===== config.mk =====
export PLATFORM = sky130hd
export DESIGN_NAME = mbr_combine
export DESIGN_NICKNAME = d
export VERILOG_FILES = /design/src/mbr_pkg.sv /design/src/mbr_combine.sv
export SDC_FILE = /design/constraint.sdc
export NUM_CORES = 1
export LEC_CHECK = 0
export BUFFER_PORTS_ARGS = -buffer_cell sky130_fd_sc_hd__buf_2
export CAP_MARGIN = 20
export CORE_MARGIN = 2
export CORE_UTILIZATION = 45
export CTS_BUF_LIST = sky130_fd_sc_hd__clkbuf_16
export CTS_CLUSTER_DIAMETER = 60
export DETAILED_ROUTE_END_ITERATION = 10
export PLACE_DENSITY = 0.72
export SETUP_SLACK_MARGIN = 0.1
export SLEW_MARGIN = 10
export SYNTH_ARGS = -nofsm -noshare
export SYNTH_HDL_FRONTEND = slang
export SYNTH_SLANG_ARGS = --single-unit

===== constraint.sdc =====
create_clock -name clock -period 9.2 [get_ports clock]
set_clock_uncertainty 0.15 [all_clocks]
set_input_delay 0.46 -clock clock [delete_from_list [all_inputs] [get_ports clock]]
set_output_delay 0.46 -clock clock [all_outputs]
set_load 0.01 [all_outputs]

===== src/mbr_pkg.sv =====
// ----------------------------------------------------------------------------
// mbr_pkg
// Shared types, constants and helpers of the 2x2 mipmap box reducer.
// ----------------------------------------------------------------------------
package mbr_pkg;

   localparam int MAX_WIDTH   = 4096;
   localparam int MAX_HEIGHT  = 4096;
   localparam int STORE_DEPTH = MAX_WIDTH / 2;
   localparam int IDX_W       = $clog2(STORE_DEPTH);
   localparam int CNT_W       = 12;
   localparam int DIM_W       = 13;
   localparam int PIX_W       = 32;
   localparam int CH_W        = 8;
   localparam int SUM_W       = CH_W + 1;
   localparam int ADDR_W      = 3;
   localparam int DATA_W      = 32;

   localparam logic [DIM_W-1:0] WIDTH_RESET  = DIM_W'(256);
   localparam logic [DIM_W-1:0] HEIGHT_RESET = DIM_W'(256);
   localparam logic [DIM_W-1:0] DIM_MIN      = DIM_W'(2);

   // register index = paddr[2]
   localparam logic REG_WIDTH  = 1'b0;
   localparam logic REG_HEIGHT = 1'b1;

   typedef struct packed {
      logic [CH_W-1:0]  amax;
      logic [SUM_W-1:0] asum;
      logic [SUM_W-1:0] bsum;
      logic [SUM_W-1:0] gsum;
      logic [SUM_W-1:0] rsum;
   } entry_type;

   localparam int ENTRY_W = $bits(entry_type);

   typedef struct packed {
      logic [DIM_W-1:0] width;
      logic [DIM_W-1:0] height;
   } dims_type;

   typedef struct packed {
      logic             col_odd;
      logic             emit;
      logic             store_wr;
      logic             last;
      logic [IDX_W-1:0] idx;
      entry_type        entry;
   } scan_info_type;

   function automatic logic [DIM_W-1:0] even_clamp(input logic [DIM_W-1:0] v,
                                                   input logic [DIM_W-1:0] hi);
      logic [DIM_W-1:0] e;
      e = {v[DIM_W-1:1], 1'b0};
      if (e < DIM_MIN) begin
         e = DIM_MIN;
      end
      if (e > hi) begin
         e = hi;
      end
      return e;
   endfunction

endpackage


===== src/mbr_combine.sv =====
// ----------------------------------------------------------------------------
// mbr_combine
// Adds stored half-row sums to the current pair and holds the result word.
// ----------------------------------------------------------------------------
module mbr_combine (
   input  logic                      clock,
   input  logic                      reset,
   input  logic                      load,
   input  mbr_pkg::entry_type        pair,
   input  logic                      last,
   input  mbr_pkg::entry_type        stored,
   input  logic                      rsp_ready,
   output logic                      advance,
   output logic                      rsp_valid,
   output logic [mbr_pkg::PIX_W-1:0] rsp_pixel,
   output logic                      rsp_last
);

   logic                      s1_valid_ff, s1_valid_in;
   mbr_pkg::entry_type        s1_pair_ff;
   logic                      s1_last_ff;
   logic                      out_valid_ff, out_valid_in;
   logic [mbr_pkg::PIX_W-1:0] out_pixel_ff, out_pixel_in;
   logic                      out_last_ff;

   logic [mbr_pkg::SUM_W:0]   r, g, b, as;
   logic [mbr_pkg::CH_W-1:0]  am;
   logic [mbr_pkg::SUM_W-1:0] ao;

   assign advance = !out_valid_ff || rsp_ready;

   always_comb begin
      s1_valid_in  = advance ? load : s1_valid_ff;
      out_valid_in = advance ? s1_valid_ff : out_valid_ff;

      r  = {1'b0, s1_pair_ff.rsum} + {1'b0, stored.rsum};
      g  = {1'b0, s1_pair_ff.gsum} + {1'b0, stored.gsum};
      b  = {1'b0, s1_pair_ff.bsum} + {1'b0, stored.bsum};
      as = {1'b0, s1_pair_ff.asum} + {1'b0, stored.asum};
      am = (stored.amax > s1_pair_ff.amax) ? stored.amax : s1_pair_ff.amax;
      ao = {1'b0, am} + {1'b0, as[mbr_pkg::SUM_W:2]};
      out_pixel_in = {ao[mbr_pkg::SUM_W-1:1], b[mbr_pkg::SUM_W:2],
                      g[mbr_pkg::SUM_W:2], r[mbr_pkg::SUM_W:2]};
   end

   always_ff @(posedge clock) begin
      if (reset) begin
         s1_valid_ff  <= 1'b0;
         out_valid_ff <= 1'b0;
      end else begin
         s1_valid_ff  <= s1_valid_in;
         out_valid_ff <= out_valid_in;
      end
   end

   always_ff @(posedge clock) begin
      if (advance && load) begin
         s1_pair_ff <= pair;
         s1_last_ff <= last;
      end
      if (advance && s1_valid_ff) begin
         out_pixel_ff <= out_pixel_in;
         out_last_ff  <= s1_last_ff;
      end
   end

   assign rsp_valid = out_valid_ff;
   assign rsp_pixel = out_pixel_ff;
   assign rsp_last  = out_last_ff;

   a_s1_held: assert property (@(posedge clock) disable iff (reset)
      s1_valid_ff && !advance |=> s1_valid_ff)
      else $error("pending word dropped during stall");

   a_s1_moves: assert property (@(posedge clock) disable iff (reset)
      s1_valid_ff && advance |=> out_valid_ff)
      else $error("pending word not moved to output");

   a_no_load_stalled: assert property (@(posedge clock) disable iff (reset)
      !advance |=> $stable(s1_pair_ff))
      else $error("stage loaded while stalled");

endmodule


### Word level (Yosys, flattened, before mapping)

Index checks and enable logic that the tools add are counted.

| word-level totals | value |
|---|---|
| register bits after elaboration | 80 |
| input port bits | 93 |
| output and inout port bits | 35 |
| logic and storage cells | 21 |

| cells by class | value |
|---|---|
| $add $sub $neg | 5 |
| order comparisons | 1 |
| muxes and demuxes | 1 |
| reductions and logical operators | 4 |

Operator list:

| cell | count |
|---|---|
| $add A9 B9 Y10 | 4 |
| $add A8 B8 Y9 | 1 |
| $gt A8 B8 Y1 | 1 |
| $mux W8 | 1 |
| $logic_and A1 B1 Y1 | 2 |
| $logic_not A1 Y1 | 1 |
| $logic_or A1 B1 Y1 | 1 |

### Logic depth before layout (Yosys ltp)

Gate-level depths: netlist of run 1.

| depth | value |
|---|---|
| depth in word-level cells | 3 |
| mapped depth | 14 |
| mapped depth without buffers | 14 |

### Worst setup path after synthesis of run 1

No wires, ideal clock.

| path | value |
|---|---|
| path type | in2reg |
| start | input stored[37] (netlist name) |
| end | register out_pixel_ff, in the netlist rsp_pixel[31] (data pin) |
| library setup time | 0.254 ns |
| arrival time | 3.125 ns |
| data required time | 8.796 ns |
| setup slack | 5.671 ns |
| stages on the path | 13 |
| buffers on the path | 0 |
| cell sequence | ha_1 -> and2b_1 -> o211ai_2 -> a21oi_2 -> a21oi_4 -> mux2_2 -> fa_1 -> a21o_1 -> a21oi_1 -> o21bai_1 -> a21oi_1 -> o21bai_1 -> a21o_1 |

| between the ends | value |
|---|---|
| cells in the longest elaborated chain, start to end | 3 |

RTL lines:

| what | RTL line | text |
|---|---|---|
| start, declared | mbr_combine.sv:11 | `input mbr_pkg::entry_type stored,` |
| $gt A8 B8 Y1 | mbr_combine.sv:40 | `am = (stored.amax > s1_pair_ff.amax) ? stored.amax : s1_pair_ff.amax;` |
| $mux W8 * | mbr_combine.sv:40 |  |
| $add A8 B8 Y9 * | mbr_combine.sv:41 | `ao = {1'b0, am} + {1'b0, as[mbr_pkg::SUM_W:2]};` |
| net ao (one bit) | mbr_combine.sv:28 | `logic [mbr_pkg::SUM_W-1:0] ao;` |
| end signal, assigned | mbr_combine.sv:62 | `out_pixel_ff <= out_pixel_in;` |
| end, declared | mbr_combine.sv:23 | `logic [mbr_pkg::PIX_W-1:0] out_pixel_ff, out_pixel_in;` |

Mark *: on every way through the listed nets, which the timed path passes. The rest lies on a longest branch.
A chain may end at the register's enable or synchronous reset.

### Worst setup path in the final report of run 1

| path | value |
|---|---|
| start | register s1_pair_ff[39] (netlist name) |
| end | register out_pixel_ff, in the netlist rsp_pixel[31] (data pin) |

| between the ends | value |
|---|---|
| cells in the longest elaborated chain, start to end | 3 |

RTL lines:

| what | RTL line | text |
|---|---|---|
| start, declared | mbr_combine.sv:20 | `mbr_pkg::entry_type s1_pair_ff;` |
| start signal, assigned | mbr_combine.sv:58 | `s1_pair_ff <= pair;` |
| $gt A8 B8 Y1 | mbr_combine.sv:40 |  |
| $mux W8 * | mbr_combine.sv:40 |  |
| $add A8 B8 Y9 * | mbr_combine.sv:41 |  |
| net ao (one bit) | mbr_combine.sv:28 |  |

Marked as above.

==> results of run 1 <==
## path summary, 6_finish.rpt
check	start	to	slack, ps
max	s1_pair_ff[39]	rsp_pixel[31]	5280
min	pair[17]	s1_pair_ff[17]	150
max reg2reg	s1_pair_ff[39]	rsp_pixel[31]	5280
min reg2reg	s1_last_ff	rsp_last	280
## metal layers
metal | vias to the layer above | share of wire | global-route usage | wire length, µm
met4 | 0 | 0.022 | 0.0674 | 172
li1 | 1442 | - | - | -
met2 | 82 | 0.50 | 0.280 | 4020
met5 | - | 0 | 0 | 0
met1 | 1331 | 0.42 | 0.197 | 3320
met3 | 13 | 0.057 | 0.0416 | 452
## flip-flops by register name (all words and copies together), names as in the netlist
register     cells
rsp_pixel       32
s1_valid_ff      1
s1_pair_ff      44
rsp_valid        1
s1_last_ff       1
rsp_last         1
## critical path, delay by kind of cell (launching register included)
kind,cells,cell delay (ps)
flops,1,380
fa+ha+maj,2,810
compound gates,7,1350
buf+inv,1,60
simple gates,3,520
mux,1,410
## power groups by stage
stage / sequential [mW] / clock (mW) / combinational (mW)
after floorplan: 0.468 / 0 / 0.145
after global placement: 0.459 / 0 / 0.210
after detailed placement: 0.460 / 0 / 0.220
after CTS: 0.452 / 0.352 / 0.221
after global routing: 0.454 / 0.366 / 0.249
final: 0.452 / 0.341 / 0.222
## cells by family (layout without fill, tap and decap cells)
logic type,count (synthesis),after routing
buffers and inverters,27,171
xor gates and xnor gates,29,29
AOI/OAI and AO/OA,76,76
muxes,8,8
adders and majority gates,48,48
and+or+nand+nor,39,39
DFF,80,80
## final cells by class
cell class	count	area, µm²
repair buffers	128	656
inverters	27	101
fillers	752	3880
clock buffers	9	225
multi-input cells	200	1710
clock inverters	7	62.6
flip-flops and latches	80	2380
well taps	111	139
## cell usage in the layout (no fill, tap or decap), types with 7 or more instances in the layout
| master | synthesis | final |
|---|---|---|
| o211ai_1 | 8 | 8 |
| nor2_1 | 9 | 9 |
| clkbuf_16 | 0 | 9 |
| nand2_1 | 13 | 13 |
| o21bai_1 | 10 | 10 |
| buf_2 | 0 | 127 |
| mux2_2 | 7 | 7 |
| xor2_1 | 11 | 11 |
| xnor2_1 | 18 | 18 |
| edfxtp_1 | 78 | 78 |
| inv_1 | 27 | 27 |
| a21oi_1 | 22 | 22 |
| ha_1 | 47 | 47 |
==> impl_results.md, run 1 <==
* Die footprint at 10100 µm²
* Post CTS Setup Buffer Count at 0
* Seq/Total Area, Yosys at 0.569
* HPWL after DPL at 6210 µm
* DRT Pass-1 Iters at 6
* Lkg Pwr at 2.29 nW
* Worst VDD drop at 121 µV
* Most common cell in the netlist: edfxtp_1
* Final hold viol count at 0
* Slowest CP cell: fa_1
* Asr flop ratio synth at 0
* Cell row count at 35
* Simple-Gate Fraction of Synth Area at 0.0481
* Unrepaired setup endpoints after global routing: no
* Reported max-cap violation count at 0
* Main synth FF type: edfxtp_1
* Routed WL per cell at 14.2 µm
* Area growth syn-to-layout at 25.9%
* Grt ovf at 0
* Final std cells w/o fill at 562
* Post-layout util at 0.576
* Min cycle time layout at 3920 ps
* Gpl congestion at 0.842
* Largest net degree at the start of global routing at 46
* CP max stage delay at 430 ps
* Hold_buf cts at 0
* Post-synth top area share at 0.559
* Crit end category: register
* Compound-Gate Fraction of Synth Area at 0.132
* Sw Ratio at 0.277
* Root Buffer Master: clkbuf_16
* Critical path class: register to register
* Initial antenna violation count at 0
* Syn avg cell area at 13.6 µm²
* NumNets Final at 587
* DR iter-0 viols at 71
* Critical path arrival at 3850 ps
* Final Max Tran Viols at 0
* Run status: finished clean
* Hold crit path type: input pin to register
* XOR/XNOR share of the synthesized area at 0.0607
* Fin Setup TNS at 0 ps
* Adder-Cell Fraction of Synth Area at 0.145
* Die width at 100 µm
* Vias at 2868
* Vias per inst at 5.10
* Design Area, Final at 5270 µm²
* Critical Path RT at 9130 ps
* Reg2Reg Depth at 14
* Seq cells post-synth at 80
* Final Cycle Share at 0.426
* Number of flops mapped to enable cells by yosys at 78
* Vias in the first global route at 2721
* Core area at 9150 µm²
* Synth top cells by count: edfxtp_1, ha_1, inv_1
* Place WS at 5200 ps
* Area after DPL at 4960 µm²
* Final worst slack at 5280 ps
* Yosys warns at 0
* Area contributors post-synth: edfxtp_1, ha_1, xnor2_1
* Post-synth net total at 448
* Hold Path Stages at 1
* Clk slew on worst S/H paths at 70 ps
* CTS sink count at 80
* Slew of the pin with the lowest slew margin at 800 ps
* Combinational family with the most area after synthesis: adder cells
* Clk buf depth at 2
* Post-Synthesis Cells at 307
* CTS tree: yes
* CTS Buf Count at 9
* Setup crit start kind: register
* Flop pwr share at 0.445
* Synth cell types at 40
* Crit path max fanout at 7
* Antenna Cells at 0
* Initial Util at 0.457
* Number of routed nets with antenna violations at 0
* NetSw at 281 µW
* Port buffer count at 127
* Power Total at 1.01 mW
* Pint at 734 µW
* Overall routing resource usage at 0.164
* Clock Latency Late Sink at 330 ps
* Post-synthesis mux area share at 0.0212
* Max Fclk at 255 MHz
* Placed insts at 545
* First-pass GRT wire length at 12600 µm
* Post-route worst hold slack at 150 ps
* # DRC at 0
* Cell Pwr Density at 192 nW/µm²
* Chip Height at 100 µm
* Layout cell share with drive strength beyond 1 at 0.373
* Mapped Area at 4190 µm²
* Slew headroom at 0.467
* Combinational share of power at 0.218
* DRT Wirelength at 7960 µm
* Largest area contributor in the netlist: edfxtp_1
* IO Count at 128
* Setup Viol. Count Final at 0
* CTS resizes at 0
* CP Cell Sequence: inv_1, ha_1, nand4_2, nor2_2, nor2_2, a21oi_4, mux2_2, fa_1, a21o_1, a21oi_1, o21bai_1, a21oi_1, o21bai_1, a21o_1
* H-tree lvl count at 3
* Clk pwr share at 0.336
Note: power is estimated with default switching activity, not from simulation.
==> run 2, diff against run 1 <==
--- a/config.mk
+++ b/config.mk
@@ -12,7 +12,7 @@
 export CTS_BUF_LIST = sky130_fd_sc_hd__clkbuf_16
 export CTS_CLUSTER_DIAMETER = 60
 export DETAILED_ROUTE_END_ITERATION = 10
-export PLACE_DENSITY = 0.72
+export PLACE_DENSITY = 0.75
 export SETUP_SLACK_MARGIN = 0.1
 export SLEW_MARGIN = 10
 export SYNTH_ARGS = -nofsm -noshare
==> constraint.sdc (replaced) <==
create_clock -name clock -period 3.1 [get_ports clock]
set_clock_uncertainty 0.15 [all_clocks]
set_input_delay 0.155 -clock clock [delete_from_list [all_inputs] [get_ports clock]]
set_output_delay 0.155 -clock clock [all_outputs]
set_load 0.01 [all_outputs]
==> run 2 against run 1 <==
The flow now finishes with violations (setup timing); core utilization up 9.0 points; setup slack worse by 5500 ps; fmax up 19%; global-route usage up 2.5 points; critical path type unchanged; critical endpoint is now rsp_pixel[30].
==> impl_results.md, run 2 (synthesis gave the netlist of run 1 again) <==
* Run status: finished with violations
* Failing checks: setup timing
* Largest reg by FF count: s1_pair_ff
* Initial Util at 0.457
* Grt ovf at 0
* Slew of the pin with the lowest slew margin at 841 ps
* NetSw at 885 µW
* NumNets Final at 658
* Critical path arrival at 3230 ps
* Crit path max fanout at 4
* CP bufs+invs at 2
* Area growth syn-to-layout at 45.5%
* Max Fclk at 303 MHz
* Vias in the first global route at 3335
* Worst VDD drop at 399 µV
* Number of routed nets with antenna violations at 0
* Final hold viol count at 0
* Cell Pwr Density at 539 nW/µm²
* Largest register FFs at 44
* Final Cycle Share at 1.06
* Clk buf depth at 2
* Power Total at 3.28 mW
* Unrepaired setup endpoints after global routing: yes
* Gpl congestion at 0.912
* Min cycle time layout at 3300 ps
* Crit end category: register
* CTS Buf Count at 9
* DRT Wirelength at 9210 µm
* Largest net degree at the start of global routing at 34
* Overall routing resource usage at 0.189
* Combinational share of power at 0.273
* Post-route worst hold slack at 69.8 ps
* Sw Ratio at 0.269
* Vias per inst at 5.00
* H-tree lvl count at 3
* HPWL after DPL at 6640 µm
* Pint at 2.40 mW
* Cell row count at 35
* Die width at 100 µm
* Die footprint at 10100 µm²
* Core area at 9150 µm²
* Clock Latency Late Sink at 330 ps
* Clk pwr share at 0.319
* Levels on crit path at 15
* Critical Path Source: s1_pair_ff[43]
* Setup crit start kind: register
* CP top delay family: compound AO/OA/AOI/OAI gates
* Worst r2r src: s1_pair_ff[43]
* Antenna Cells at 0
* CTS tree: yes
* Hold Path Origin: rsp_ready
* Hold Path Stages at 3
* Vias at 3167
* Final worst slack at -198 ps
* CP max stage delay at 380 ps
* Routed WL per cell at 14.5 µm
* # DRC at 0
* Leading cell type in the layout, fill and taps excluded: buf_2
* Lkg Pwr at 2.64 nW
* Flop pwr share at 0.408
* DRT Pass-1 Iters at 5
* Reg2Reg Depth at 15
* Setup Viol. Count Final at 4
* Clk slew on worst S/H paths at 60 ps
* Layout cell share with drive strength beyond 1 at 0.402
* Chip Height at 100 µm
* Reported max-cap violation count at 0
* Slowest CP cell: edfxtp_1
* CTS sink count at 80
* Hold crit path type: input pin to register
* Slew headroom at 0.439
* Final Max Tran Viols at 0
* Root Buffer Master: clkbuf_16
* Critical path class: register to register
* Initial antenna violation count at 0
* CP Cell Sequence: inv_1, ha_1, a21oi_1, o21a_1, nor2_2, a21oi_4, buf_6, mux2_2, ha_4, a21oi_4, nor2b_1, o21a_1, nor3_1, and3_1, nor3_1
* Commonest non-fill, non-tap cells in the layout: buf_2, edfxtp_1, dlygate4sd3_1, ha_1, inv_1
* DR iter-0 viols at 67
* First-pass GRT wire length at 14700 µm
* Port buffer count at 127
* Critical Path RT at 3030 ps
* IO Count at 128
==> run 2: cell count changes in the layout (fill, tap and decap cells not counted), sizes merged <==
cell         previous run  this run
buf                   128       152
clkinv                  2         4
dlygate4sd3             0        47
clkinvlp                0         1
bufinv                  0         1
inv                    32        28
==> run 2: final timing paths <==
path                                       to  slack [ps]
worst min register to register       rsp_last         270
worst max register to register  rsp_pixel[30]        -200
worst max-delay path            rsp_pixel[30]        -200
worst min-delay path                rsp_valid          70
==> run 2: power by group through the flow <==
stage                     combinational [mW]  sequential [mW]  clock [mW]
after global placement                 0.734             1.36           0
after CTS                              0.825             1.34        1.07
final                                  0.896             1.34        1.05
after floorplan                        0.480             1.39           0
after detailed placement               0.768             1.36           0
after global routing                   0.983             1.35        1.10
==> run 2: timing repair <==
action,in CTS,in global routing
resized for setup,2,15
hold endpoints to repair,47,0
setup buffers,2,4
hold buffers,47,0
endpoints found under the setup margin,5,6
pin swaps,2,4
==> run 2: worst reg2reg max path, stage by stage (launching register included) <==
cell      delay [ps]
edfxtp_1         380
inv_1             70
ha_1             250
a21oi_1          260
o21a_1           210
nor2_2            70
a21oi_4          160
buf_6            130
mux2_2           350
ha_4             250
a21oi_4          140
nor2b_1           60
o21a_1           180
nor3_1           150
and3_1           180
nor3_1            40
==> run 2: final cells by class <==
type | instances | area (µm²)
fillers | 682 | 3060
clock inverters | 7 | 71.3
clock buffers | 9 | 225
multi-input cells | 200 | 1880
repair buffers | 199 | 1300
well taps | 111 | 139
inverters | 27 | 101
flip-flops and latches | 80 | 2380
==> run 2: through the flow <==
step	cell area [µm²]	setup TNS [ps]	std cells	util	setup slack [ps]
2_1_floorplan	4280	-105	307	-	-105
3_3_place_gp	5200	-194	564	0.569	-72.0
3_5_place_dp	5200	-576	564	0.569	-170
4_1_cts	5990	-447	629	0.654	-143
5_1_grt	6090	-1210	633	0.666	-357
6_report	6090	-522	633	0.666	-198
==> run 2: layer usage <==
metal  part of all wire  up-vias  wire length, µm  GRT usage
met5                  0        -                0          0
met4              0.029        0              265     0.0927
met3              0.044       21              409     0.0479
met2               0.52       97             4780      0.338
met1               0.41     1472             3750      0.207
li1                   -     1577                -          -
