--- src/mbr_pkg.sv ---
// ----------------------------------------------------------------------------
// mbr_pkg
// Shared types, constants and helpers of the 2x2 mipmap box reducer.
// ----------------------------------------------------------------------------
package mbr_pkg;

   localparam int MAX_WIDTH   = 4096;
   localparam int MAX_HEIGHT  = 4096;
   localparam int STORE_DEPTH = MAX_WIDTH / 2;
   localparam int IDX_W       = $clog2(STORE_DEPTH);
   localparam int CNT_W       = 12;
   localparam int DIM_W       = 13;
   localparam int PIX_W       = 32;
   localparam int CH_W        = 8;
   localparam int SUM_W       = CH_W + 1;
   localparam int ADDR_W      = 3;
   localparam int DATA_W      = 32;

   localparam logic [DIM_W-1:0] WIDTH_RESET  = DIM_W'(256);
   localparam logic [DIM_W-1:0] HEIGHT_RESET = DIM_W'(256);
   localparam logic [DIM_W-1:0] DIM_MIN      = DIM_W'(2);

   // register index = paddr[2]
   localparam logic REG_WIDTH  = 1'b0;
   localparam logic REG_HEIGHT = 1'b1;

   typedef struct packed {
      logic [CH_W-1:0]  amax;
      logic [SUM_W-1:0] asum;
      logic [SUM_W-1:0] bsum;
      logic [SUM_W-1:0] gsum;
      logic [SUM_W-1:0] rsum;
   } entry_type;

   localparam int ENTRY_W = $bits(entry_type);

   typedef struct packed {
      logic [DIM_W-1:0] width;
      logic [DIM_W-1:0] height;
   } dims_type;

   typedef struct packed {
      logic             col_odd;
      logic             emit;
      logic             store_wr;
      logic             last;
      logic [IDX_W-1:0] idx;
      entry_type        entry;
   } scan_info_type;

   function automatic logic [DIM_W-1:0] even_clamp(input logic [DIM_W-1:0] v,
                                                   input logic [DIM_W-1:0] hi);
      logic [DIM_W-1:0] e;
      e = {v[DIM_W-1:1], 1'b0};
      if (e < DIM_MIN) begin
         e = DIM_MIN;
      end
      if (e > hi) begin
         e = hi;
      end
      return e;
   endfunction

endpackage

--- src/mbr_csr.sv ---
// ----------------------------------------------------------------------------
// mbr_csr
// APB register file for image width and height; gives clamped even sizes.
// ----------------------------------------------------------------------------
module mbr_csr (
   input  logic                       clock,
   input  logic                       reset,
   input  logic                       csr_psel,
   input  logic                       csr_penable,
   input  logic                       csr_pwrite,
   input  logic [mbr_pkg::ADDR_W-1:0] csr_paddr,
   input  logic [mbr_pkg::DATA_W-1:0] csr_pwdata,
   output logic [mbr_pkg::DATA_W-1:0] csr_prdata,
   output logic                       csr_pready,
   output mbr_pkg::dims_type          dims
);

   logic [mbr_pkg::DIM_W-1:0] width_ff,  width_in;
   logic [mbr_pkg::DIM_W-1:0] height_ff, height_in;
   logic                      wr;

   assign wr = csr_psel && csr_penable && csr_pwrite;

   always_comb begin
      width_in  = width_ff;
      height_in = height_ff;
      if (wr) begin
         unique case (csr_paddr[2])
            mbr_pkg::REG_WIDTH:  width_in  = csr_pwdata[mbr_pkg::DIM_W-1:0];
            mbr_pkg::REG_HEIGHT: height_in = csr_pwdata[mbr_pkg::DIM_W-1:0];
            default: ;
         endcase
      end
   end

   always_ff @(posedge clock) begin
      if (reset) begin
         width_ff  <= mbr_pkg::WIDTH_RESET;
         height_ff <= mbr_pkg::HEIGHT_RESET;
      end else begin
         width_ff  <= width_in;
         height_ff <= height_in;
      end
   end

   always_comb begin
      unique case (csr_paddr[2])
         mbr_pkg::REG_WIDTH:  csr_prdata = mbr_pkg::DATA_W'(width_ff);
         mbr_pkg::REG_HEIGHT: csr_prdata = mbr_pkg::DATA_W'(height_ff);
         default:             csr_prdata = '0;
      endcase
   end

   assign csr_pready  = 1'b1;
   assign dims.width  = mbr_pkg::even_clamp(width_ff,
                                            mbr_pkg::DIM_W'(mbr_pkg::MAX_WIDTH));
   assign dims.height = mbr_pkg::even_clamp(height_ff,
                                            mbr_pkg::DIM_W'(mbr_pkg::MAX_HEIGHT));

endmodule

--- config.mk ---
export PLATFORM = sky130hd
export DESIGN_NAME = mbr_csr
export DESIGN_NICKNAME = d
export VERILOG_FILES = /design/src/mbr_pkg.sv /design/src/mbr_csr.sv
export SDC_FILE = /design/constraint.sdc
export NUM_CORES = 1
export LEC_CHECK = 0
export BUFFER_PORTS_ARGS = -buffer_cell sky130_fd_sc_hd__buf_2
export CAP_MARGIN = 20
export CORE_UTILIZATION = 47
export DETAILED_ROUTE_END_ITERATION = 12
export GPL_TIMING_DRIVEN = 0
export PLACE_DENSITY = 0.86
export SYNTH_ARGS = -nofsm -noshare
export SYNTH_HDL_FRONTEND = slang
export SYNTH_SLANG_ARGS = --single-unit
--- constraint.sdc ---
create_clock -name clock -period 1.49 [get_ports clock]
set_input_delay 0.298 -clock clock [delete_from_list [all_inputs] [get_ports clock]]
set_output_delay 0.298 -clock clock [all_outputs]
set_load 0.01 [all_outputs]
After elaboration in Yosys (flattened, before gate mapping)

Index checks and enable logic that the tools add are counted.

Order comparisons: 4
Muxes and demuxes: 5
Bitwise logic cells: 1
Reductions and logical operators: 4

Operator list:

| kind                 | number |
|---|---|
| $pmux 32 s2          | 1 |
| $mux 13              | 4 |
| $gt 13x13->1 const B | 2 |
| $lt 13x2->1 const B  | 2 |
| $reduce_and 2->1     | 2 |
| $logic_and 1x1->1    | 2 |
| $not 1->1            | 1 |

Bits in registers: 26
Bits of input ports: 40
Output and inout port bits: 59

Logic depth before layout (Yosys ltp)

Gate-level depths: netlist of run 1.

Word-level depth: 4
Depth in mapped cells: 4

Least setup slack after synthesis of run 1

Ideal clock, no wire load.

Path kind: input to output
Start: in csr_paddr[2] (netlist bit)
End: out csr_prdata[0] (netlist bit)
Data arrival time: 0.918 ns
Data required time: 1.192 ns
Path slack: 0.274 ns
Stages on the path: 3
Cells stage by stage: buf_6 -> buf_4 -> mux2_2

Word-level cells in the longest chain between the ends: 2

Ends and longest elaborated chain:

| item                | line          | RTL |
|---|---|---|
| start, declared     | mbr_csr.sv:11 | `input logic [mbr_pkg::ADDR_W-1:0] csr_paddr,` |
| $not 1->1 (no line) | --            |  |
| $pmux 32 s2 (*)     | mbr_csr.sv:47 | `unique case (csr_paddr[2])` |
| end, declared       | mbr_csr.sv:13 | `output logic [mbr_pkg::DATA_W-1:0] csr_prdata,` |

Mark *: on every way between the ends. The rest lies on a longest branch, timed or not. The select of a mux whose other input is x is not followed.

==> results of run 1 <==
## through the flow
stage               cell area (um2)  power (uW)  util (%)  TNS [ns]  hold slack, ns
floorplan                      1750         927         -         0           0.445
global placement               2070        1000      61.5         0           0.459
global route                   2260        1380      67.1    -0.545           0.227
detailed placement             2070        1000      61.5         0           0.470
finish                         2260        1310      67.1    -0.369           0.232
CTS                            2190        1300      65.1    -0.365           0.239
## report_power, final
part	internal (uW)	total (uW)	switching (uW)
clock	94.6	303	209
sequential	706	726	20.2
combinational	152	284	133
total	952	1310	361
## how the worst max path moves through the flow
stage,end,slack (ns),cells after the start
6_report,dims[14],-0.20,3
5_1_grt,dims[14],-0.24,3
4_1_cts,dims[14],-0.17,3
3_5_place_dp,csr_prdata[12],0.006,4
3_3_place_gp,csr_prdata[12],0.002,4
2_1_floorplan,csr_prdata[0],0.27,3
## cell type report
| cell class | count | area (um2) |
|---|---|---|
| flip-flops and latches | 26 | 541 |
| multi-input cells | 135 | 1040 |
| inverters | 2 | 7.51 |
| repair buffers | 56 | 312 |
| clock buffers | 3 | 22.5 |
| well taps | 46 | 57.6 |
| plain buffers | 35 | 279 |
| fillers | 302 | 1110 |
## state kept, by name, summed over array words and instances, names as in the netlist
register / flops
width_ff: 13
height_ff: 13
## worst min-delay path: stages
cell and delay, ns:
buf_2 0.08, nor2_1 0.04, mux2i_1 0.10
## logic make-up (layout without fill, tap and decap cells)
group           count (synthesis)  count (layout)
compound gates                  3               3
buf+inv                        37              96
flops                          26              26
mux                            38              38
other cells                     2              22
simple gates                   72              72
## cells in the final DEF, fill, tap and decap left out, types with 2 or more instances in the layout
master / n
nor2_1: 5
dfxtp_1: 18
nand2b_1: 36
inv_1: 2
nor2b_1: 18
clkbuf_4: 3
mux2_2: 11
nor2b_2: 3
a41o_1: 2
buf_2: 53
conb_1: 22
nor4_4: 3
dfxtp_2: 4
dfxtp_4: 4
buf_4: 24
clkbuf_1: 4
buf_6: 8
mux2i_1: 26
## per-layer routing
layer,track usage (%),vias to the layer above
met5,0,-
met4,3.81,0
met3,2.52,6
met2,38.2,56
met1,27.9,657
li1,-,706
## what timing repair did
item | in CTS | in global routing
buffers inserted | 2 | 0
pin swaps | 5 | 3
gates cloned | 0 | 1
hold buffers | 0 | 0
endpoints found under the setup margin | 22 | 17
resized for setup | 20 | 18
==> impl_metrics.json, run 1 <==
{
  "rsz0062_at_grt": "true",
  "syn2layout_area_growth_pct": 35.0,
  "clock_sinks": 26,
  "crit_slowest_cell": "dfxtp_2",
  "fmax_mhz": 593,
  "power.density_nw_per_um2": 582,
  "met2_length_um": 2000,
  "worstHoldStart": "csr_pwdata[8]",
  "io_pins": 99,
  "drt-met1-wl_um": 1760,
  "start_kind": "flop",
  "fin_crit_sh_pct": 113,
  "h-tree-depth": 1,
  "finalWirelength_um": 4020,
  "grt_pass1_wl_um": 5830,
  "reg2reg_depth": 2,
  "num_rows": 21,
  "dieArea_um2": 3800,
  "critical_path_required_ns": 1.19,
  "synth_cells": 178,
  "ys_types": 21,
  "clockBufferDepth": 2,
  "synthFlopType": "dfxtp_1",
  "worst_clock_skew_ns": 0,
  "synth_common_cells": "36 x nand2b_1, 26 x dfxtp_1, 26 x mux2i_1",
  "muxShareOfSynthArea_pct": 23.7,
  "yosysSeqAreaShare_pct": 31.1,
  "synth_top_family_by_area": "simple AND/OR/NAND/NOR gates",
  "dieHeight_um": 61.6,
  "wl_per_cell_um": 13.3,
  "max_stage_delay_ns": 0.37,
  "min_path_type": "input port to flop",
  "finalCriticalPeriod_ns": 1.69,
  "portBuffers": 53,
  "vdd_drop_max_v": 0.000518,
  "clk_pin_slew_ns": 0.15,
  "violations": "negative setup slack",
  "synthSimpleGateAreaFrac_pct": 27.6,
  "drt_iter0_markers": 36,
  "grt_max_degree": 14,
  "crit_buf_inv": 1,
  "nets": 299,
  "overflow": 0,
  "worst_hold_path.endpoint": "width_ff[8]$_SDFFE_PP1P_",
  "cts_buffers": 3,
  "ys_warn_count": 0,
  "start_util_pct": 49.7,
  "dr_total_vias": 1425,
  "first_global_vias": 1217,
  "status": "finished, violations left",
  "synth-seq-cells": 26,
  "drt-pass1-iter-count": 6,
  "post-synth-top-count-cell": "nand2b_1",
  "detailedPlace.worstSlack_ns": 0.00566,
  "synth-xor-area-share_pct": 0,
  "drc_errors": 0,
  "syn_avg_cell_area_um2": 9.39,
  "routed.top_layer": "met4",
  "r2r-start": "width_ff[9]$_SDFFE_PP0P_",
  "synth_top_area_share_pct": 31.1,
  "synth_edf_count": 0,
  "synth_area_um2": 1670,
  "fin_ws_ns": -0.197,
  "synthArstFlopShare_pct": 0,
  "cts_root_buffer": "clkbuf_4",
  "r2r_slack_ns": 0.75,
  "crit_start": "width_ff[3]$_SDFFE_PP0P_",
  "drv_cap": 0,
  "clk_latency_ns": 0.31,
  "setup.worst_path.class": "flop to output port",
  "path_max_fanout": 4,
  "yosys-top-cells-area": "dfxtp_1 31%, mux2i_1 16%, nand2b_1 13%, buf_4 10%, nor2b_1 8.2%",
  "track_usage_pct": 21.4,
  "core_um2": 3360,
  "antenna_found_initial": 0,
  "hold_depth": 3,
  "cts_tree": "yes",
  "synth-adder-area-share_pct": 0,
  "wl_met3_um": 232,
  "viasPerCell": 4.70,
  "cp.arrival_ns": 1.39,
  "die_x_um": 61.6,
  "synth_compound_area_share_pct": 1.50,
  "fin_cells": 303,
  "ant_nets": 0,
  "r2r_end": "width_ff[9]$_SDFFE_PP0P_",
  "leakage_uw": 0.00120,
  "finalSetupViolations": 4,
  "cpLargestDelayFamily": "flip-flops",
  "diodes": 0,
  "place_congestion": 0.736,
  "finalHoldViolCount": 0,
  "slew_violations": 0,
  "place_hpwl_um": 2760,
  "yosys.area.top_type": "dfxtp_1",
  "worstPathCellList": "nor4_4 -> a41o_1 -> buf_2",
  "placed_cells": 297,
  "drive_gt1_share_pct": 47.1,
  "cp-end-kind": "output port"
}
No activity file was read; power rests on OpenSTA's default activity.
==> run 2: changes to the inputs <==
- CORE_MARGIN: not set -> 2
- CORE_UTILIZATION: 47 -> 39
- PLACE_DENSITY: 0.86 -> 0.76
- clock period: 1.49 -> 1.47 ns (I/O delays scaled with it)
==> impl_metrics.json, run 2 (synthesis gave the netlist of run 1 again) <==
{
  "start_util_pct": 41.2,
  "power_frac_clock_pct": 31.6,
  "place_hpwl_um": 3030,
  "multiInputGateArea_um2": 1030,
  "gr-usage-met2_pct": 27.7,
  "clk_latency_ns": 0.28,
  "drt-pass1-iter-count": 4,
  "fin_crit_sh_pct": 108,
  "cts_buffers": 3,
  "final_cell_mix": "52 x buf_2, 36 x nand2b_1, 26 x mux2i_1",
  "drv_cap": 0,
  "cts_root_buffer": "clkbuf_8",
  "worst_clock_skew_ns": 0,
  "ant_nets": 0,
  "cts_tree": "yes",
  "wl_per_cell_um": 13.5,
  "final_util_pct": 56.0,
  "cp-end-kind": "output port",
  "seqCellArea_um2": 537,
  "syn2layout_area_growth_pct": 36.0,
  "drt_iter0_markers": 71,
  "antenna_found_initial": 0,
  "finalWirelength_um": 4160,
  "clockBufferDepth": 2,
  "start_kind": "flop",
  "hold_depth": 3,
  "switching_share_pct": 25.9,
  "grt_max_degree": 15,
  "h-tree-depth": 1,
  "worstHoldStart": "csr_pwdata[8]",
  "p_sw_uw": 387,
  "viasPerCell": 4.46,
  "power.density_nw_per_um2": 658,
  "final_cell_area_um2": 2270,
  "fin_ws_ns": -0.121,
  "rsz0062_at_grt": "true",
  "nets": 299,
  "leakage_uw": 0.00122,
  "drive_gt1_share_pct": 45.7,
  "grt_use_met3_pct": 3.20,
  "finalHoldViolCount": 0,
  "fillCellCount": 378,
  "overflow": 0,
  "num_rows": 23,
  "violations": "negative setup slack",
  "cp.arrival_ns": 1.30,
  "internal-power_uw": 1110,
  "finalSetupViolations": 2,
  "io_pins": 99,
  "setup.worst_path.class": "flop to output port",
  "fmax_mhz": 628,
  "setup-tns-final_ns": -0.237,
  "place_congestion": 0.764,
  "slew_violations": 0,
  "worst_hold_path.endpoint": "width_ff[8]$_SDFFE_PP1P_",
  "r2r_end": "height_ff[3]$_SDFFE_PP0P_",
  "clock_sinks": 26,
  "whs_ns": 0.289,
  "finalCriticalPeriod_ns": 1.59,
  "r2r-start": "height_ff[3]$_SDFFE_PP0P_",
  "min_path_type": "input port to flop",
  "path_max_fanout": 2,
  "detailedPlace.worstSlack_ns": -0.0335,
  "seqPwrFrac_pct": 49.1,
  "clk_pin_slew_ns": 0.09,
  "drc_errors": 0,
  "diodes": 0,
  "first_global_vias": 1302,
  "place_area_um2": 2070,
  "die_x_um": 69.5,
  "combinationalPowerShare_pct": 19.3,
  "mostFrequentLayoutCell": "buf_2",
  "track_usage_pct": 17.1,
  "dieHeight_um": 69.5,
  "cts_hold_buffers": 0,
  "portBuffers": 53,
  "r2r_slack_ns": 0.74,
  "status": "finished, violations left",
  "reg2reg_depth": 3,
  "vdd_drop_max_v": 0.000329,
  "busiest_layer": "met2",
  "reg_top3": "height_ff (13), width_ff (13)",
  "grt_pass1_wl_um": 6490,
  "dieArea_um2": 4830,
  "dr_total_vias": 1374,
  "grt_util_met1_pct": 22.6,
  "critical_path_required_ns": 1.18,
  "core_um2": 4060
}
-- run 2: cell count changes in the layout (fill, tap and decap cells not counted), moves of 2 or more --
cell / change
nor2b_1: +3
clkbuf_8: +5
nor2b_2: -2
clkbuf_4: -3
-- run 2: critical path, cell delays in order, from the launching register on --
cell,delay (ns)
dfxtp_4,0.37
nor4_4,0.29
a41o_1,0.22
buf_2,0.14
-- run 2: how the worst max path moves through the flow --
stage                     endpoint                  startpoint  slack (ns)  cells after the start
global placement    csr_prdata[12]  height_ff[12]$_SDFFE_PP0P_       -0.03                      4
floorplan            csr_prdata[0]                csr_paddr[2]        0.26                      3
global route              dims[14]    width_ff[3]$_SDFFE_PP0P_       -0.17                      3
finish                     dims[1]   height_ff[7]$_SDFFE_PP0P_       -0.12                      3
CTS                       dims[14]    width_ff[5]$_SDFFE_PP0P_       -0.10                      3
detailed placement  csr_prdata[12]  height_ff[12]$_SDFFE_PP0P_       -0.03                      4
-- run 2: power groups by stage --
stage / combinational (uW) / clock, uW / sequential, uW
after CTS: 280 / 481 / 733
after detailed placement: 268 / 0 / 751
final: 289 / 473 / 735
after global routing: 314 / 505 / 737
after floorplan: 194 / 0 / 746
after global placement: 265 / 0 / 750
-- run 2: per-layer routing --
layer  part of all wire, %  wire (um)  vias to the layer above
met1                    46       1920                      615
met4                   1.5         62                        0
met2                    46       1900                       53
met3                   6.7        277                        5
li1                      -          -                      701
met5                     0          0                        -
-- run 2: per-stage QoR --
step	cells	power, uW
6_report	308	1500
5_1_grt	308	1560
4_1_cts	308	1490
3_5_place_dp	301	1020
3_3_place_gp	301	1020
2_1_floorplan	198	939
-- run 2: cell type report --
| cell class | instances | area share, % |
|---|---|---|
| buffer | 35 | 11.8 |
| clock buffer | 4 | 2.42 |
| inverter | 2 | 0.330 |
| multi-input combinational | 135 | 45.3 |
| sequential | 26 | 23.6 |
| tap | 50 | 2.75 |
| timing repair buffer | 56 | 13.8 |
-- run 2: timing repair --
action,4_1_cts,5_1_grt
buffers inserted,3,0
pin swaps,5,2
setup endpoints to repair,22,7
gates resized for setup,19,14
==> run 3: changes to the inputs <==
- SETUP_SLACK_MARGIN: not set -> 0.3
- SLEW_MARGIN: not set -> 20
==> impl_metrics.json, run 3 (synthesis gave the netlist of run 1 again) <==
{
  "violations": "negative setup slack",
  "drt-pass1-iter-count": 4,
  "path_max_fanout": 2,
  "grt_max_degree": 16,
  "status": "finished, violations left",
  "critical_path_required_ns": 1.18,
  "antenna_found_initial": 0,
  "io_pins": 99,
  "setup.worst_path.class": "flop to output port",
  "worst_clock_skew_ns": 0,
  "nets": 312,
  "dieArea_um2": 4830,
  "core_um2": 4060,
  "slew_violations": 0,
  "portBuffers": 53,
  "vdd_drop_max_v": 0.000507,
  "grt_pass1_wl_um": 7240,
  "place_area_um2": 2080,
  "wl_per_cell_um": 15.1,
  "clk_latency_ns": 0.28,
  "num_rows": 23,
  "drv_cap": 0,
  "rsz0062_at_grt": "true",
  "clockBufferDepth": 2,
  "finalWirelength_um": 4860,
  "place_congestion": 0.758,
  "r2r-start": "height_ff[11]$_SDFFE_PP0P_",
  "finalCriticalPeriod_ns": 1.60,
  "reg_top3": "height_ff (13), width_ff (13)",
  "detailedPlace.worstSlack_ns": -0.0249,
  "fin_crit_sh_pct": 109,
  "die_x_um": 69.5,
  "finalSetupViolations": 3,
  "final_cell_area_um2": 2730,
  "cts_root_buffer": "clkbuf_8",
  "reg2reg_depth": 4,
  "fmax_mhz": 623,
  "cp-end-kind": "output port",
  "fin_ws_ns": -0.135,
  "ant_nets": 0,
  "start_util_pct": 41.2,
  "hold_depth": 3,
  "h-tree-depth": 1,
  "start_kind": "flop",
  "drc_errors": 0,
  "clk_pin_slew_ns": 0.10,
  "drive_gt1_share_pct": 57.6,
  "dieHeight_um": 69.5,
  "first_global_vias": 1422,
  "cts_buffers": 3,
  "cts_tree": "yes",
  "place_hpwl_um": 2940,
  "drt_iter0_markers": 52,
  "dr_total_vias": 1490,
  "syn2layout_area_growth_pct": 63.1,
  "viasPerCell": 4.64,
  "finalHoldViolCount": 0,
  "r2r_end": "height_ff[11]$_SDFFE_PP0P_",
  "worst_hold_path.endpoint": "width_ff[4]$_SDFFE_PP0P_",
  "overflow": 0,
  "r2r_slack_ns": 0.61,
  "min_path_type": "input port to flop",
  "track_usage_pct": 18.7,
  "final_cell_mix": "36 x nand2b_1, 35 x buf_2, 29 x buf_6",
  "leakage_uw": 0.00139,
  "clock_sinks": 26,
  "mostFrequentLayoutCell": "nand2b_1",
  "worstHoldStart": "csr_pwdata[4]",
  "diodes": 0,
  "power.density_nw_per_um2": 622,
  "cp.arrival_ns": 1.31
}
## run 3: cell types whose count changed in the layout (fill, tap and decap cells not counted), moves of 7 or more
cell	before	now
mux2_4	2	12
nor2b_1	21	13
dfxtp_2	4	13
nor2b_4	0	8
buf_2	52	35
mux2_2	10	0
dfxtp_1	19	3
dfxtp_4	3	10
buf_6	8	29
## run 3: worst max path at each step
stage                                           from        endpoint  slack [ns]  depth (start not counted)
after floorplan                         csr_paddr[2]   csr_prdata[0]        0.29                          3
after global placement    height_ff[12]$_SDFFE_PP0P_  csr_prdata[12]       -0.02                          4
after detailed placement  height_ff[12]$_SDFFE_PP0P_  csr_prdata[12]       -0.02                          4
final                       width_ff[5]$_SDFFE_PP0P_        dims[14]       -0.13                          3
after CTS                   width_ff[5]$_SDFFE_PP0P_        dims[14]       -0.11                          3
after global routing        width_ff[5]$_SDFFE_PP0P_        dims[14]       -0.16                          3
## run 3: through the flow
step,utilization (%),power (uW),hold WS [ns],TNS (ns),cells
4_1_cts,64.4,1680,0.281,-0.202,316
3_3_place_gp,51.2,1020,0.457,-0.0224,301
5_1_grt,67.2,1750,0.288,-0.492,321
3_5_place_dp,51.2,1020,0.469,-0.0249,301
2_1_floorplan,-,941,0.445,0,198
6_report,67.2,1700,0.278,-0.372,321
## run 3: area by class of cell
| type | count | area, um2 |
|---|---|---|
| Multi-Input combinational cell | 135 | 1130 |
| Sequential cell | 26 | 574 |
| Tap cell | 50 | 62.6 |
| Clock buffer | 3 | 41.3 |
| Inverter | 2 | 7.51 |
| Fill cell | 320 | 1330 |
| Clock inverter | 1 | 30.0 |
| Buffer | 35 | 313 |
| Timing Repair Buffer | 69 | 572 |
## run 3: power by group
part | switching (uW) | internal [uW]
clock network | 250 | 365
logic | 153 | 201
registers | 20.7 | 707
total | 423 | 1270
## run 3: critical path: stages, from the launching register on
cell and delay (ns):
dfxtp_4 0.37, nor4_4 0.29, a41o_1 0.24, buf_2 0.14
## run 3: timing repair
item	in CTS	in global routing
buffers inserted	8	5
pin swaps	6	5
hold buffers	0	0
resized for setup	88	19
endpoints found under the setup margin	37	37
gates cloned	3	0
## run 3: routing by layer
| metal | GRT usage (%) | up-vias | wire length [um] |
|---|---|---|---|
| met4 | 3.92 | 0 | 21 |
| met2 | 30.7 | 58 | 2460 |
| li1 | - | 734 | - |
| met5 | 0 | - | 0 |
| met1 | 25.4 | 695 | 2090 |
| met3 | 3.63 | 3 | 285 |
